[config.mk]
export PLATFORM = sky130hd
export DESIGN_NAME = lhs_cmp
export DESIGN_NICKNAME = d
export VERILOG_FILES = /design/src/sv/lhs_pkg.sv /design/src/sv/lhs_cmp.sv
export SDC_FILE = /design/constraint.sdc
export NUM_CORES = 1
export LEC_CHECK = 0
export BUFFER_PORTS_ARGS = -buffer_cell sky130_fd_sc_hd__clkbuf_2
export CAP_MARGIN = 20
export CORE_MARGIN = 8
export CORE_UTILIZATION = 30
export DETAILED_ROUTE_END_ITERATION = 8
export PLACE_DENSITY_LB_ADDON = 0.05
export SLEW_MARGIN = 40
export SYNTH_ARGS = -nofsm -noshare
export SYNTH_HDL_FRONTEND = slang
export SYNTH_SLANG_ARGS = --single-unit
[constraint.sdc]
create_clock -name vclk -period 1.2
set_clock_uncertainty 0.15 [all_clocks]
set_input_delay 0.06 -clock vclk [all_inputs]
set_output_delay 0.06 -clock vclk [all_outputs]
set_load 0.01 [all_outputs]
[src/sv/lhs_pkg.sv]
// ----------------------------------------------------------------------------
// lhs_pkg
// Shared types and constants of the linear-probing hash set: table geometry,
// operation and status codes, controller states and compare-unit flags.
// ----------------------------------------------------------------------------
`default_nettype none

package lhs_pkg;

  // The slot count must be a power of two so that the home slot is a mask.
  localparam int TableSlots = 1024;
  localparam int SlotW      = $clog2(TableSlots);
  localparam int KeyW       = 64;
  localparam int SlotFieldW = 10;
  localparam int StatusW    = 3;

  localparam logic [SlotW-1:0] LastSlot = SlotW'(TableSlots - 1);

  typedef enum logic {
    KindInsert = 1'b0,
    KindFind   = 1'b1
  } lhs_kind_e;

  typedef enum logic [StatusW-1:0] {
    StatInserted = 3'd0,
    StatFull     = 3'd1,
    StatFound    = 3'd2,
    StatNotFound = 3'd3,
    StatReserved = 3'd4
  } lhs_status_e;

  typedef enum logic [1:0] {
    StClear,
    StIdle,
    StProbe,
    StReply
  } lhs_state_e;

  typedef struct packed {
    logic hit;
    logic empty;
  } lhs_flags_t;

endpackage

`default_nettype wire

[src/sv/lhs_cmp.sv]
// ----------------------------------------------------------------------------
// lhs_cmp
// Probe compare unit: checks the slot word just read against the search key
// and against the empty mark.
// ----------------------------------------------------------------------------
`default_nettype none

module lhs_cmp (
  input  wire logic [lhs_pkg::KeyW-1:0] slot_word_i,
  input  wire logic [lhs_pkg::KeyW-1:0] key_i,
  output lhs_pkg::lhs_flags_t           flags_o
);

  assign flags_o.hit   = (slot_word_i == key_i);
  assign flags_o.empty = (slot_word_i == '0);

endmodule

`default_nettype wire

==> results.toml <==
[placed_design]
dpl.cell_count = 295
place_area_sq_mm = 0.001729
routabilityCongestion = 0.8529
post-dp-hpwl_um = 4243
port_buffers = 130

[routing]
drt-wirelength-per-cell_um = 15.73
drc = 0
antenna_left = 0
dr_total_vias = 1437
firstDrtPassIters = 4
wl_um = 4655
first_iter_violations = 29
avgViaCountPerCell = 4.855

[setup_path]
crit_top_cell = "nor4_2"
start_kind = "primary input"
critPathSlowestCell = "nor4_2"
cp-end-kind = "primary output"
cp_cell_sequence = "clkbuf_2 -> xor2_1 -> nor4_2 -> buf_4 -> nand4_1 -> nor4_2 -> buf_2"
critPathMaxStageDelay_ns = 0.30
required_ns = 0.99
crit_arrival_ns = 1.30
path_class = "in -> out"
startpoint = "key_i[16]"
endpoint = "flags_o[1]"
cp_max_fo = 1

[grt]
antenna_found_initial = 0
grt_max_degree = 3
grt_pass1_wl_um = 6423
grt_use_total = 0.1719
first_global_vias = 1608
grt_overflow = 0

[layout]
syn_to_final_growth_pct = 129.4
nFlopsAndLatches = 0
antennaDiodeCount = 0
ff_latch_area_sq_um = 0
final_common_cell = "clkbuf_2"
final_nets = 395
layout_common_cells = "clkbuf_2 (127), xor2_1 (64), buf_4 (27), nor4_1 (17), nor4_2 (11)"
drive_gt1_frac = 0.6642
finalNonFillerCells = 296
final_area_sq_mm = 0.001903
clock_buffers = 0

[logic_synthesis]
synth_top_family_by_area = "XOR/XNOR gates"
synth_compound_area_frac = 0
yosysWarnings = 0
synthXorXnorAreaFrac = 0.6757
syn_inst = 106
synthDistinctLibCells = 4
synth_top_area_share = 0.6757
synth_top_area_cell = "xor2_1"
synthAdderAreaFrac = 0
yosys.area_share.simple = 0.3243
synth_mux_area_frac = 0
yosys-top-cells-area = "xor2_1 (68%), nor4_1 (25%), nand4_1 (6.0%), nor4_2 (1.5%)"
synth.avg_cell_area_sq_um = 7.826
synth_sequential_area_ratio = 0
syn_nets = 234
syn_area_sq_um = 829.5

[power_and_ir_drop]
leakage_nw = 0.9947
ir_drop_mv = 0.2240
pwr_density_cell_mw_per_mm2 = 311.6

[timing]
finalHoldViolCount = 0
setup_viol = 2
fin_crit_ns = 1.515
rsz0062_at_grt = "yes"
worstMarginPinSlew_ns = 0.3281
fin_ws_ns = -0.3146
slew_viol_final = 0
slew_headroom = 0.7793
fmaxAchievable_ghz = 0.6602
fin_crit_sh = 1.262

[floorplan]
start_util = 0.3088
dieArea_sq_mm = 0.004704
die_w_um = 68.59
core_area_sq_mm = 0.002686
rows = 19
die_y_um = 68.59
io_pins = 130

[run]
drv_cap = 0

[run_status]
outcome = "complete, but fails checks"
violations = "negative setup slack"

[clock_network]
ctsHoldBuffers = 0

[worst_hold_path]
min_path_type = "in -> out"
-- worst min-delay path by stage --
| stage | startpoint | to | slack [ns] | cells past startpoint |
|---|---|---|---|---|
| CTS | slot_word_i[19] | flags_o[0] | 0.36 | 5 |
| global route | slot_word_i[5] | flags_o[0] | 0.41 | 5 |
| detailed placement | slot_word_i[61] | flags_o[0] | 0.36 | 5 |
| floorplan | slot_word_i[61] | flags_o[0] | 0.11 | 3 |
| global placement | slot_word_i[5] | flags_o[0] | 0.35 | 5 |
| finish | slot_word_i[4] | flags_o[0] | 0.38 | 5 |
-- stage by stage --
step / TNS (ns) / total power, mW / util / setup slack (ns) / hold slack [ns]
final: -0.4378 / 0.5930 / 0.7084 / -0.3146 / 0.3750
after global routing: -0.6084 / 0.6478 / 0.7084 / -0.3728 / 0.4137
after CTS: -0.5220 / 0.5590 / 0.6684 / -0.3348 / 0.3558
after detailed placement: -0.6456 / 0.5323 / 0.6437 / -0.4192 / 0.3590
after global placement: -0.5654 / 0.5213 / 0.6437 / -0.3781 / 0.3539
after floorplan: 0 / 0.1607 / - / 0.03231 / 0.1082
-- report_power, final --
| group | switching (mW) | internal, mW | total (mW) |
|---|---|---|---|
| sequential | 0 | 0 | 0 |
| combinational | 0.266 | 0.327 | 0.593 |
| clock | 0 | 0 | 0 |
-- cell families after synthesis --
group / Yosys count
xor+xnor: 64
simple gates: 42
-- routing by layer --
| layer | GRT usage | share of wire | vias up |
|---|---|---|---|
| met5 | 0 | 0 | - |
| met1 | 0.1863 | 0.35 | 637 |
| met4 | 0.007673 | 0.0030 | 0 |
| li1 | - | - | 733 |
| met2 | 0.3449 | 0.55 | 65 |
| met3 | 0.03393 | 0.098 | 2 |
-- critical path: cells and delay by family --
family                    cells  cell delay [ns]
buffers and inverters         3             0.43
and+or+nand+nor               3             0.66
xor gates and xnor gates      1             0.16
-- cells in the mapped netlist --
| library cell | count |
|---|---|
| nand4_1 | 8 |
| xor2_1 | 64 |
| nor4_2 | 1 |
| nor4_1 | 33 |
-- cell type report --
type | instances | area [sq um]
Tap cell | 31 | 38.79
Multi-Input combinational cell | 106 | 982.2
Timing Repair Buffer | 159 | 882.1
Fill cell | 260 | 783.3
-- what timing repair did --
item / CTS / global route
endpoints found under the setup margin: 2 / 2
buffers inserted: 1 / 0
gates resized for setup: 9 / 19
pin swaps: 5 / 7
(Power assumes the default switching activity.)
