<file path="src/sv/lhs_pkg.sv">
// ----------------------------------------------------------------------------
// lhs_pkg
// Shared types and constants of the linear-probing hash set: table geometry,
// operation and status codes, controller states and compare-unit flags.
// ----------------------------------------------------------------------------
`default_nettype none

package lhs_pkg;

  // The slot count must be a power of two so that the home slot is a mask.
  localparam int TableSlots = 1024;
  localparam int SlotW      = $clog2(TableSlots);
  localparam int KeyW       = 64;
  localparam int SlotFieldW = 10;
  localparam int StatusW    = 3;

  localparam logic [SlotW-1:0] LastSlot = SlotW'(TableSlots - 1);

  typedef enum logic {
    KindInsert = 1'b0,
    KindFind   = 1'b1
  } lhs_kind_e;

  typedef enum logic [StatusW-1:0] {
    StatInserted = 3'd0,
    StatFull     = 3'd1,
    StatFound    = 3'd2,
    StatNotFound = 3'd3,
    StatReserved = 3'd4
  } lhs_status_e;

  typedef enum logic [1:0] {
    StClear,
    StIdle,
    StProbe,
    StReply
  } lhs_state_e;

  typedef struct packed {
    logic hit;
    logic empty;
  } lhs_flags_t;

endpackage

`default_nettype wire

</file>
<file path="src/sv/lhs_ctrl.sv">
// ----------------------------------------------------------------------------
// lhs_ctrl
// Probe sequencer: clears the slot store after reset, walks the probe chain
// one slot per cycle through the RAM port and holds the result register.
// ----------------------------------------------------------------------------
`default_nettype none

module lhs_ctrl (
  input  wire logic                         clk_i,
  input  wire logic                         rst_ni,
  input  wire logic                         in_valid_i,
  output logic                              in_ready_o,
  input  wire logic                         kind_i,
  input  wire logic [lhs_pkg::KeyW-1:0]     key_i,
  output logic                              out_valid_o,
  input  wire logic                         out_ready_i,
  output logic      [lhs_pkg::StatusW-1:0]  status_o,
  output logic      [lhs_pkg::SlotFieldW-1:0] slot_o,
  output logic                              ram_en_o,
  output logic                              ram_we_o,
  output logic      [lhs_pkg::SlotW-1:0]    ram_addr_o,
  output logic      [lhs_pkg::KeyW-1:0]     ram_wdata_o,
  output logic      [lhs_pkg::KeyW-1:0]     key_o,
  input  wire lhs_pkg::lhs_flags_t          flags_i
);

  lhs_pkg::lhs_state_e state_q, state_d;

  logic [lhs_pkg::SlotW-1:0]      pos_q, pos_d;
  logic [lhs_pkg::SlotW-1:0]      probe_q, probe_d;
  logic [lhs_pkg::SlotW-1:0]      count_q, count_d;
  logic                           out_valid_q, out_valid_d;
  logic [lhs_pkg::KeyW-1:0]       key_q, key_d;
  lhs_pkg::lhs_kind_e             kind_q, kind_d;
  lhs_pkg::lhs_status_e           res_status_q, res_status_d;
  logic [lhs_pkg::SlotW-1:0]      res_slot_q, res_slot_d;
  lhs_pkg::lhs_status_e           out_status_q, out_status_d;
  logic [lhs_pkg::SlotFieldW-1:0] out_slot_q, out_slot_d;

  logic                      accept;
  logic                      done;
  logic                      last_probe;
  logic [lhs_pkg::SlotW-1:0] home;
  logic [lhs_pkg::SlotW-1:0] next_pos;

  assign in_ready_o = (state_q == lhs_pkg::StIdle);
  assign accept     = in_valid_i && in_ready_o;
  assign home       = key_i[lhs_pkg::SlotW-1:0];
  assign next_pos   = (pos_q == lhs_pkg::LastSlot) ? '0 : pos_q + 1'b1;
  assign last_probe = (probe_q == lhs_pkg::LastSlot);

  // A probe ends on an empty slot, on a match for a find, or after a full lap.
  always_comb begin
    if (kind_q == lhs_pkg::KindInsert) begin
      done = flags_i.empty || last_probe;
    end else begin
      done = flags_i.hit || flags_i.empty || last_probe;
    end
  end

  always_comb begin
    state_d = state_q;
    unique case (state_q)
      lhs_pkg::StClear: begin
        if (pos_q == lhs_pkg::LastSlot) begin
          state_d = lhs_pkg::StIdle;
        end
      end
      lhs_pkg::StIdle: begin
        if (accept) begin
          if (key_i == '0) begin
            state_d = lhs_pkg::StReply;
          end else if (kind_i == lhs_pkg::KindInsert && count_q == lhs_pkg::LastSlot) begin
            state_d = lhs_pkg::StReply;
          end else begin
            state_d = lhs_pkg::StProbe;
          end
        end
      end
      lhs_pkg::StProbe: begin
        if (done) begin
          state_d = lhs_pkg::StReply;
        end
      end
      lhs_pkg::StReply: begin
        if (!out_valid_q || out_ready_i) begin
          state_d = lhs_pkg::StIdle;
        end
      end
      default: state_d = lhs_pkg::StIdle;
    endcase
  end

  always_comb begin
    pos_d        = pos_q;
    probe_d      = probe_q;
    count_d      = count_q;
    key_d        = key_q;
    kind_d       = kind_q;
    res_status_d = res_status_q;
    res_slot_d   = res_slot_q;
    out_status_d = out_status_q;
    out_slot_d   = out_slot_q;
    out_valid_d  = out_valid_q && !out_ready_i;
    ram_en_o     = 1'b0;
    ram_we_o     = 1'b0;
    ram_addr_o   = pos_q;
    ram_wdata_o  = key_q;

    unique case (state_q)
      lhs_pkg::StClear: begin
        ram_en_o    = 1'b1;
        ram_we_o    = 1'b1;
        ram_wdata_o = '0;
        pos_d       = next_pos;
      end
      lhs_pkg::StIdle: begin
        if (accept) begin
          key_d      = key_i;
          kind_d     = lhs_pkg::lhs_kind_e'(kind_i);
          pos_d      = home;
          probe_d    = '0;
          res_slot_d = '0;
          if (key_i == '0) begin
            res_status_d = lhs_pkg::StatReserved;
          end else if (kind_i == lhs_pkg::KindInsert && count_q == lhs_pkg::LastSlot) begin
            res_status_d = lhs_pkg::StatFull;
          end else begin
            // Start the first read at the home slot.
            ram_en_o   = 1'b1;
            ram_addr_o = home;
          end
        end
      end
      lhs_pkg::StProbe: begin
        if (kind_q == lhs_pkg::KindInsert) begin
          if (flags_i.empty) begin
            ram_en_o     = 1'b1;
            ram_we_o     = 1'b1;
            count_d      = count_q + 1'b1;
            res_status_d = lhs_pkg::StatInserted;
            res_slot_d   = pos_q;
          end else if (last_probe) begin
            res_status_d = lhs_pkg::StatFull;
          end
        end else begin
          if (flags_i.hit) begin
            res_status_d = lhs_pkg::StatFound;
            res_slot_d   = pos_q;
          end else if (flags_i.empty || last_probe) begin
            res_status_d = lhs_pkg::StatNotFound;
          end
        end
        if (!done) begin
          ram_en_o   = 1'b1;
          ram_addr_o = next_pos;
          pos_d      = next_pos;
          probe_d    = probe_q + 1'b1;
        end
      end
      lhs_pkg::StReply: begin
        if (!out_valid_q || out_ready_i) begin
          out_valid_d  = 1'b1;
          out_status_d = res_status_q;
          out_slot_d   = lhs_pkg::SlotFieldW'(res_slot_q);
        end
      end
      default: ;
    endcase
  end

  always_ff @(posedge clk_i or negedge rst_ni) begin
    if (!rst_ni) begin
      state_q     <= lhs_pkg::StClear;
      pos_q       <= '0;
      probe_q     <= '0;
      count_q     <= '0;
      out_valid_q <= 1'b0;
    end else begin
      state_q     <= state_d;
      pos_q       <= pos_d;
      probe_q     <= probe_d;
      count_q     <= count_d;
      out_valid_q <= out_valid_d;
    end
  end

  always_ff @(posedge clk_i) begin
    key_q        <= key_d;
    kind_q       <= kind_d;
    res_status_q <= res_status_d;
    res_slot_q   <= res_slot_d;
    out_status_q <= out_status_d;
    out_slot_q   <= out_slot_d;
  end

  assign out_valid_o = out_valid_q;
  assign status_o    = out_status_q;
  assign slot_o      = out_slot_q;
  assign key_o       = key_q;

endmodule

`default_nettype wire

</file>
<file path="config.mk">
export PLATFORM = sky130hd
export DESIGN_NAME = lhs_ctrl
export DESIGN_NICKNAME = d
export VERILOG_FILES = /design/src/sv/lhs_pkg.sv /design/src/sv/lhs_ctrl.sv
export SDC_FILE = /design/constraint.sdc
export NUM_CORES = 1
export LEC_CHECK = 0
export ABC_AREA = 1
export BUFFER_PORTS_ARGS = -buffer_cell sky130_fd_sc_hd__clkbuf_2
export CAP_MARGIN = 20
export CORE_UTILIZATION = 50
export CTS_CLUSTER_SIZE = 16
export DETAILED_ROUTE_END_ITERATION = 10
export GPL_ROUTABILITY_DRIVEN = 1
export PLACE_DENSITY_LB_ADDON = 0.15
export SLEW_MARGIN = 25
export SYNTH_ARGS = -nofsm -noshare
export SYNTH_HDL_FRONTEND = slang
export SYNTH_SLANG_ARGS = --single-unit
</file>
<file path="constraint.sdc">
create_clock -name clk_i -period 5.4 [get_ports clk_i]
set_clock_uncertainty 0.05 [all_clocks]
set_input_delay 1.08 -clock clk_i [delete_from_list [all_inputs] [get_ports clk_i]]
set_output_delay 1.08 -clock clk_i [all_outputs]
set_load 0.005 [all_outputs]
</file>
==> summary.txt <==
Status
  – Outcome: complete, no violations

Clocking
  – Clock buffer depth: 2
  – CTS Hold Bufs: 0
  – Post-CTS Repair Setup Buffers: 0
  – Root Driver: clkbuf_16
  – H-tree levels: 4
  – Post_cts resized: 0
  – CTS Buf Count: 17
  – Worst skew pair latency: 0.42 ns
  – Worst-path clk slew: 0.05 ns
  – Clk sink count: 124
  – CTS tree: done

Critical path
  – CP Launch Point: key_i[7]
  – Reg-to-reg slack, setup: 2.73 ns
  – Reg-to-reg startpoint: state_q[1]$_DFFE_PN0P_
  – Crit-path cells: clkbuf_2, inv_1, nand3_1, nor2_1, nand2_1, nor2_1, nand2_1, nand3_1, nand2_1, nand3_1, a21oi_1, clkbuf_2
  – Slowest Stage Delay on Critical Path: 0.48 ns
  – CP max FO: 14
  – Critical Path Sink: ram_addr_o[0]
  – Slowest-stage cell, CP: nand3_1
  – Critical setup path kind: input port to output pin
  – WP depth: 12
  – Crit path buf inv count: 3
  – Reg2Reg Depth: 5
  – Worst EP required: 4.27 ns
  – Critical path startpoint category: input port
  – R2R Path End: res_slot_q[2]$_SDFFCE_PN0P_
  – Critical path's top delay family: simple AND/OR/NAND/NOR gates
  – CP Capture Type: output pin
  – Critical Path AT: 3.06 ns

Synth
  – Leading area contributor after synthesis: edfxtp_1
  – Post-Synthesis Net Count: 775
  – #FFs+latches synth: 124
  – Sequential element share of the synthesized area: 57.7%
  – Post-Syn Instances: 696
  – Synth top area share: 44.3%
  – Average cell area after synthesis: 8.86 um^2
  – Top FF cell, synth: edfxtp_1
  – Post-synth EDFFs: 91
  – Post-synthesis instance area: 6160 um^2
  – Post-synth ARST share: 26.6%
  – Synth top area cells: edfxtp_1 44%, dfrtp_1 13%, nor2_1 9.4%
  – YS warnings: 0
  – Cell variety after synth: 35

Final layout
  – Commonest non-fill, non-tap cells in the layout: 225 x clkbuf_2, 155 x nor2_1, 125 x inv_1
  – Fraction of layout cells with a size suffix above 1: 29.5%
  – Number of fill cells: 988
  – Layout Area Growth over Synthesis: 29.7%
  – Final core occ: 66.6%
  – Nets: 999
  – Antenna cells: 0
  – Most common cell after layout, fill and taps aside: clkbuf_2
  – Multi-input gate area: 2010 um^2
  – Register area: 3560 um^2

Placed design
  – Routability congestion estimate from global placement: 0.936
  – Post-DP HPWL: 12,400 um
  – Port buffer count: 225

Detailed routing
  – DRT Pass-1 Iters: 5
  – Iter 0 DRT Violations: 433
  – Via-to-Cell Ratio: 5.09
  – DR DRC count: 0
  – Routed len/inst: 15.5 um
  – Post-DRT Antenna Nets: 0
  – Total Wirelength: 16,800 um
  – DR vias: 5,502

GRT
  – Wire length of the first global-routing pass: 25,700 um
  – Largest net degree at the start of global routing: 67
  – Vias in the first global route: 4,987
  – Congestion Overflow GR: 0
  – Antenna violations before repair: 0
  – GRT Util Overall: 26.6%

Hold path
  – Type of the worst min-delay path: flop to flop
  – HP Start: res_slot_q[2]$_SDFFCE_PN0P_

Floorplanning
  – Top-Level Pins: 226
  – Die Area: 12,800 um^2
  – Die X: 113 um
  – Starting Density: 51.3%
  – Core area: 12,000 um^2
  – Die Y: 113 um
  – Rows: 40

Timing
  – Peak Freq: 239 MHz
  – Setup TNS: 0 ns
  – Least-Margin Pin Slew: 0.936 ns
  – Final critical-path share of the clock period: 77.5%
  – Worst hold margin: 0.367 ns
  – Final Slew Violations: 0
  – Endpoints failing setup: 0
  – Final worst path period need: 4.19 ns
  – Final number of hold-violating endpoints: 0
  – Relative slew slack: 37.6%
  – RSZ-0062 raised after global routing: false

Power
  – VDD IR max: 372 uV
  – Power per cell area: 563 nW/um^2
  – Leakage power: 4.10 nW

Job
  – Max-cap violation count: 0
## registers in the layout, summed over array words and instances, names as in the netlist
name / count
probe_q: 10
slot_o: 10
kind_q: 1
status_o: 3
key_o: 64
state_q: 2
pos_q: 10
res_slot_q: 10
out_valid_o: 1
res_status_q: 3
count_q: 10
## where the power goes
part | switching (mW) | total, mW | leakage, nW | internal, mW
Combinational | 1.12 | 1.78 | 2.53 | 0.660
Clock | 0.391 | 1.17 | 0.293 | 0.780
Sequential | 0.184 | 1.55 | 1.29 | 1.36
## layer usage
metal	routed length (um)	vias to the layer above	track usage [%]
met5	0	-	0
met4	267	0	9.04
met3	1330	24	5.89
met2	8420	281	44.5
met1	6770	2553	34.4
li1	-	2644	-
## cells in the mapped netlist, types with 3 or more instances
cell type and count:
clkbuf_1 12, nor2_1 155, ha_1 8, nand2_2 5, xnor2_1 5, xor2_1 13, dfrtp_1 33, o21ai_0 13
nand4_1 18, nor3_1 6, nand3_2 4, edfxtp_1 91, nor2_2 3, o31ai_1 3, nand2_1 120, buf_2 6
a21oi_1 24, o21ai_1 6, inv_1 126, nand3_1 27
## layout make-up
class	count	share of cell area (%)
Clock buffer	23	5.73
Timing Repair Buffer	229	14.5
Sequential cell	124	44.5
Clock inverter	9	1.83
Multi-Input combinational cell	419	25.1
Tap cell	147	2.30
Inverter	129	6.06
## kinds of logic (layout without fill, tap and decap cells)
logic type | Yosys count | count (layout) | share of synthesized area [%]
adder cells (fa/ha/maj) | 8 | 8 | 1.62
AND/OR/NAND/NOR | 344 | 344 | 23.9
AO/OA/AOI/OAI | 49 | 49 | 4.28
buffers and inverters | 153 | 390 | 9.91
flip-flops | 124 | 124 | 57.7
XOR/XNOR | 18 | 18 | 2.56
## through the flow
step                instance area [um^2]  std cells  total power [mW]  worst slack [ns]
floorplan                           6160        696              2.59             0.646
global placement                    7380       1048              3.27              1.31
detailed placement                  7390       1048              3.33              1.25
CTS                                 7990       1080              4.51              1.24
global route                        7990       1080              4.76              1.03
finish                              7990       1080              4.50              1.21
## worst min-delay path by stage
| stage | end | cells after the start |
|---|---|---|
| 2_1_floorplan | slot_o[0]$_DFFE_PP_ | 0 |
| 6_report | slot_o[2]$_DFFE_PP_ | 0 |
| 4_1_cts | slot_o[7]$_DFFE_PP_ | 0 |
| 3_5_place_dp | slot_o[7]$_DFFE_PP_ | 0 |
| 5_1_grt | slot_o[7]$_DFFE_PP_ | 0 |
| 3_3_place_gp | slot_o[5]$_DFFE_PP_ | 0 |
Note: power is estimated with default switching activity, not from simulation.
